--- config.mk ---
export PLATFORM = sky130hd
export DESIGN_NAME = hfir_cell
export DESIGN_NICKNAME = d
export VERILOG_FILES = /design/src/rtl/core/hfir_pkg.sv /design/src/rtl/core/hfir_cell.sv
export SDC_FILE = /design/constraint.sdc
export NUM_CORES = 1
export LEC_CHECK = 0
export BUFFER_PORTS_ARGS = -buffer_cell sky130_fd_sc_hd__buf_4
export CORE_MARGIN = 1
export CORE_UTILIZATION = 56
export CTS_BUF_LIST = sky130_fd_sc_hd__clkbuf_8
export DETAILED_ROUTE_END_ITERATION = 10
export PLACE_DENSITY = 0.78
export SETUP_SLACK_MARGIN = 0.02
export SYNTH_ARGS = -nofsm -noshare
export SYNTH_HDL_FRONTEND = slang
export SYNTH_SLANG_ARGS = --single-unit
--- constraint.sdc ---
create_clock -name aclk -period 7 [get_ports aclk]
set_input_delay 0.7 -clock aclk [delete_from_list [all_inputs] [get_ports aclk]]
set_output_delay 0.7 -clock aclk [all_outputs]
set_load 0.05 [all_outputs]
--- src/rtl/core/hfir_pkg.sv ---
// ----------------------------------------------------------------------------
// hfir_pkg
// Shared widths, types and constants of the Hilbert transformer FIR.
// ----------------------------------------------------------------------------
package hfir_pkg;

    localparam int TAPS     = 33;
    localparam int SAMPLE_W = 16;
    localparam int PROD_W   = 2 * SAMPLE_W;
    localparam int ACC_W    = PROD_W + 8;
    localparam int FRAC_W   = 15;

    localparam longint HILB_SCALED_INV_PI = 64'sd208607567;
    localparam longint HILB_SCALE         = 64'sd10000;

    typedef logic signed [SAMPLE_W-1:0] sample_t;
    typedef logic signed [PROD_W-1:0]   prod_t;
    typedef logic signed [ACC_W-1:0]    acc_t;

    typedef struct packed {
        logic accept;
        logic m_ready;
    } hfir_ctl_t;

endpackage

--- src/rtl/core/hfir_cell.sv ---
// ----------------------------------------------------------------------------
// hfir_cell
// One tap of the transposed filter: adds its product to the partial sum
// handed on by its neighbor and registers the result.
// ----------------------------------------------------------------------------
module hfir_cell import hfir_pkg::*; (
    input  logic    aclk,
    input  logic    aresetn,
    input  logic    en,
    input  sample_t coef,
    input  sample_t x,
    input  acc_t    sum_in,
    output acc_t    sum_out
);

    prod_t prod;
    acc_t  sum_reg;
    acc_t  sum_next;

    assign prod     = coef * x;
    assign sum_next = sum_in + acc_t'(prod);
    assign sum_out  = sum_reg;

    always_ff @(posedge aclk) begin
        if (!aresetn) begin
            sum_reg <= '0;
        end else if (en) begin
            sum_reg <= sum_next;
        end
    end

endmodule

==> flow_summary.toml <==
[outcome]
status = "finished, final reports clean"

[floorplanning]
initial_core_util_pct = 56.9
fp-row-count = 57
ios = 115
die_w_um = 159
die_h_um = 159
die_area_um2 = 25300
coreArea_um2 = 24200

[critical_path]
critPathLaunchType = "input pin"
critPathSlowestCell = "fa_1"
required_ns = 7.14
cp_max_fo = 10
worst_ep_arrival_time_ns = 6.71
end_kind = "flop"
worstPathCellList = "buf_4, nand2_1, inv_1, fa_1, inv_1, fa_1, inv_1, fa_1, inv_1, fa_1, fa_1, fa_1, inv_1, ha_1, nand4_1, or2_0, or2_2, o22a_1, o21a_1, and3_1, o21ai_1, a21oi_1"
worst-setup-path-type = "in -> reg"
max_stage_delay_ns = 0.64
cp_common_cell = "fa_1"

[yosys]
syn_area_um2 = 13800
ys_seq_area_share_pct = 5.81
synthArstFlopShare_pct = 0
yosysUniqueCellTypes = 59
ys.flop_type = "dfxtp_1"
ys_warn_count = 0
synth_edf_count = 0
yosys_register_bits = 40
synthCells = 1496
synth.net_count = 2016
postSynthAreaPerCell_um2 = 9.22

[place]
hpwl_um = 27300
portBuffers = 114
gp_congestion = 0.871
placed_cells = 1892

[final_layout]
layout.nets = 2095
antenna_cells = 0
largest_reg_flops = 40
final_util_pct = 62.0
drive_gt1_share_pct = 9.20
layout.cells.non_filler = 1900
area_growth_pct = 9.01

[route]
routed_wirelength_um = 31400
vias_per_cell = 5.41
drt_drc_violations_left = 0
avgRoutedWirePerCell_um = 16.5
drtPass1Iterations = 5
initialDrtViolationCount = 594
ant_nets = 0
vias = 10300

[cts]
cts_setup_buffers = 0
clk_pin_slew_ns = 0.08
numCtsBuffers = 5
cts_resized = 0
cts_buffer_depth = 2
htreeDepth = 2
clk_latency_ns = 0.30
clock_sinks = 40
hold_buffers = 0
cts_root_buf = "clkbuf_8"
cts_tree = "built"

[timing]
rsz0062_at_grt = "no"
clock_skew_ns = 0
period_share_pct = 93.9
slew_violations = 0
hold_viol = 0
hold_slack_ns = 0.472
period_needed_ns = 6.58
max_slew_margin_pct = 36.5
setup_tns_ns = 0
setup_viol = 0
worstMarginPinSlew_ns = 0.951
max_freq_mhz = 152

[min_path]
hold_path.class = "reg -> reg"

[global_routing]
grt_overflow = 0
grt_max_degree = 42
track_usage_pct = 26.3
antenna_found_initial = 0
grt_pass1_wl_um = 53800
grt_pass1_vias = 11300

[run]
maxCapViolations = 0
-- synth_stat cells (3+ instances only) --
| cell | n | area [um2] |
|---|---|---|
| inv_1 | 373 | 1400 |
| fa_1 | 330 | 6610 |
| nand2_1 | 157 | 589 |
| and2_1 | 116 | 726 |
| ha_1 | 115 | 1440 |
| nor2_1 | 58 | 218 |
| clkbuf_1 | 43 | 161 |
| a21oi_1 | 41 | 205 |
| dfxtp_1 | 40 | 801 |
| o21ai_0 | 23 | 115 |
| mux2i_1 | 20 | 200 |
| nand3_1 | 20 | 100 |
| xnor2_1 | 17 | 149 |
| a211oi_1 | 11 | 82.6 |
| a21o_1 | 9 | 67.6 |
| and3_1 | 9 | 56.3 |
| o21a_1 | 9 | 67.6 |
| nand2b_1 | 7 | 43.8 |
| o211ai_1 | 7 | 52.6 |
| xor2_1 | 7 | 61.3 |
| nand4_1 | 6 | 37.5 |
| nor3_1 | 6 | 30.0 |
| or3_1 | 5 | 31.3 |
| a21oi_2 | 4 | 35.0 |
| nor2b_1 | 4 | 25.0 |
| a211oi_2 | 3 | 37.5 |
| a31oi_1 | 3 | 18.8 |
| buf_2 | 3 | 15.0 |
| nand3b_1 | 3 | 22.5 |
| o2111ai_1 | 3 | 26.3 |
| o21ai_1 | 3 | 15.0 |
| o21bai_1 | 3 | 22.5 |
| o31ai_1 | 3 | 22.5 |
-- routing by layer --
layer / track usage [%] / wire length [um] / vias up
met5: 0 / 0 / -
met4: 7.95 / 1060 / 0
met3: 2.37 / 1210 / 73
met2: 48.4 / 16800 / 312
met1: 32.8 / 12400 / 5259
li1: - / - / 4639
-- cell usage in the layout, fill, tap and decap left out, types with 7 or more instances in the layout --
cell | netlist | final
nand2b_1 | 7 | 7
fa_1 | 330 | 330
o21ai_0 | 23 | 23
inv_1 | 373 | 373
xnor2_1 | 17 | 17
buf_4 | 0 | 122
and3_1 | 9 | 9
a21oi_1 | 41 | 41
a211oi_1 | 11 | 11
o21a_1 | 9 | 9
dfxtp_1 | 40 | 40
o211ai_1 | 7 | 7
nand2_1 | 157 | 157
and2_1 | 116 | 116
a21o_1 | 9 | 9
mux2i_1 | 20 | 20
ha_1 | 115 | 115
nor2_1 | 58 | 58
xor2_1 | 7 | 7
nand3_1 | 20 | 20
-- area by class of cell --
cell class | instances | area [um2]
inverter | 374 | 1400
clock inverter | 3 | 46.3
sequential | 40 | 801
tap | 324 | 405
fill | 2088 | 9210
timing repair buffer | 122 | 916
clock buffer | 5 | 68.8
multi-input combinational | 1032 | 11400
-- path summary, 6_finish.rpt --
path | from | endpoint | slack, ns | cells past startpoint
min | sum_out[30] | sum_out[30] | 0.47 | 2
max | coef[15] | sum_out[35] | 0.42 | 22
max reg2reg | sum_out[24] | sum_out[24] | 6.07 | 2
min reg2reg | sum_out[30] | sum_out[30] | 0.47 | 2
-- through the flow --
step / instance area (um2) / worst slack [ns]
after global placement: 14900 / 0.230
after global routing: 15000 / 0.0593
after floorplan: 13800 / 0.268
final: 15000 / 0.425
after CTS: 15000 / 0.439
after detailed placement: 14900 / 0.142
-- cell families (layout without fill, tap and decap cells) --
logic type / Yosys count / after routing / synth area share (%)
and+or+nand+nor: 403 / 403 / 14.3
adders and majority gates: 445 / 445 / 58.3
buffers and inverters: 424 / 504 / 11.6
xor gates and xnor gates: 24 / 24 / 1.52
DFF: 40 / 40 / 5.81
AOI/OAI and AO/OA: 137 / 137 / 6.75
muxes: 23 / 23 / 1.70
-- critical path: cells and delay by family --
kind / cells / cell delay [ns]
buffers and inverters: 6 / 0.70
AOI/OAI and AO/OA: 4 / 0.53
and+or+nand+nor: 5 / 1.07
adders and majority gates: 7 / 3.73
Power is not shown: default switching activity piles up to over one toggle a cycle in this logic, so the estimate is an artifact.
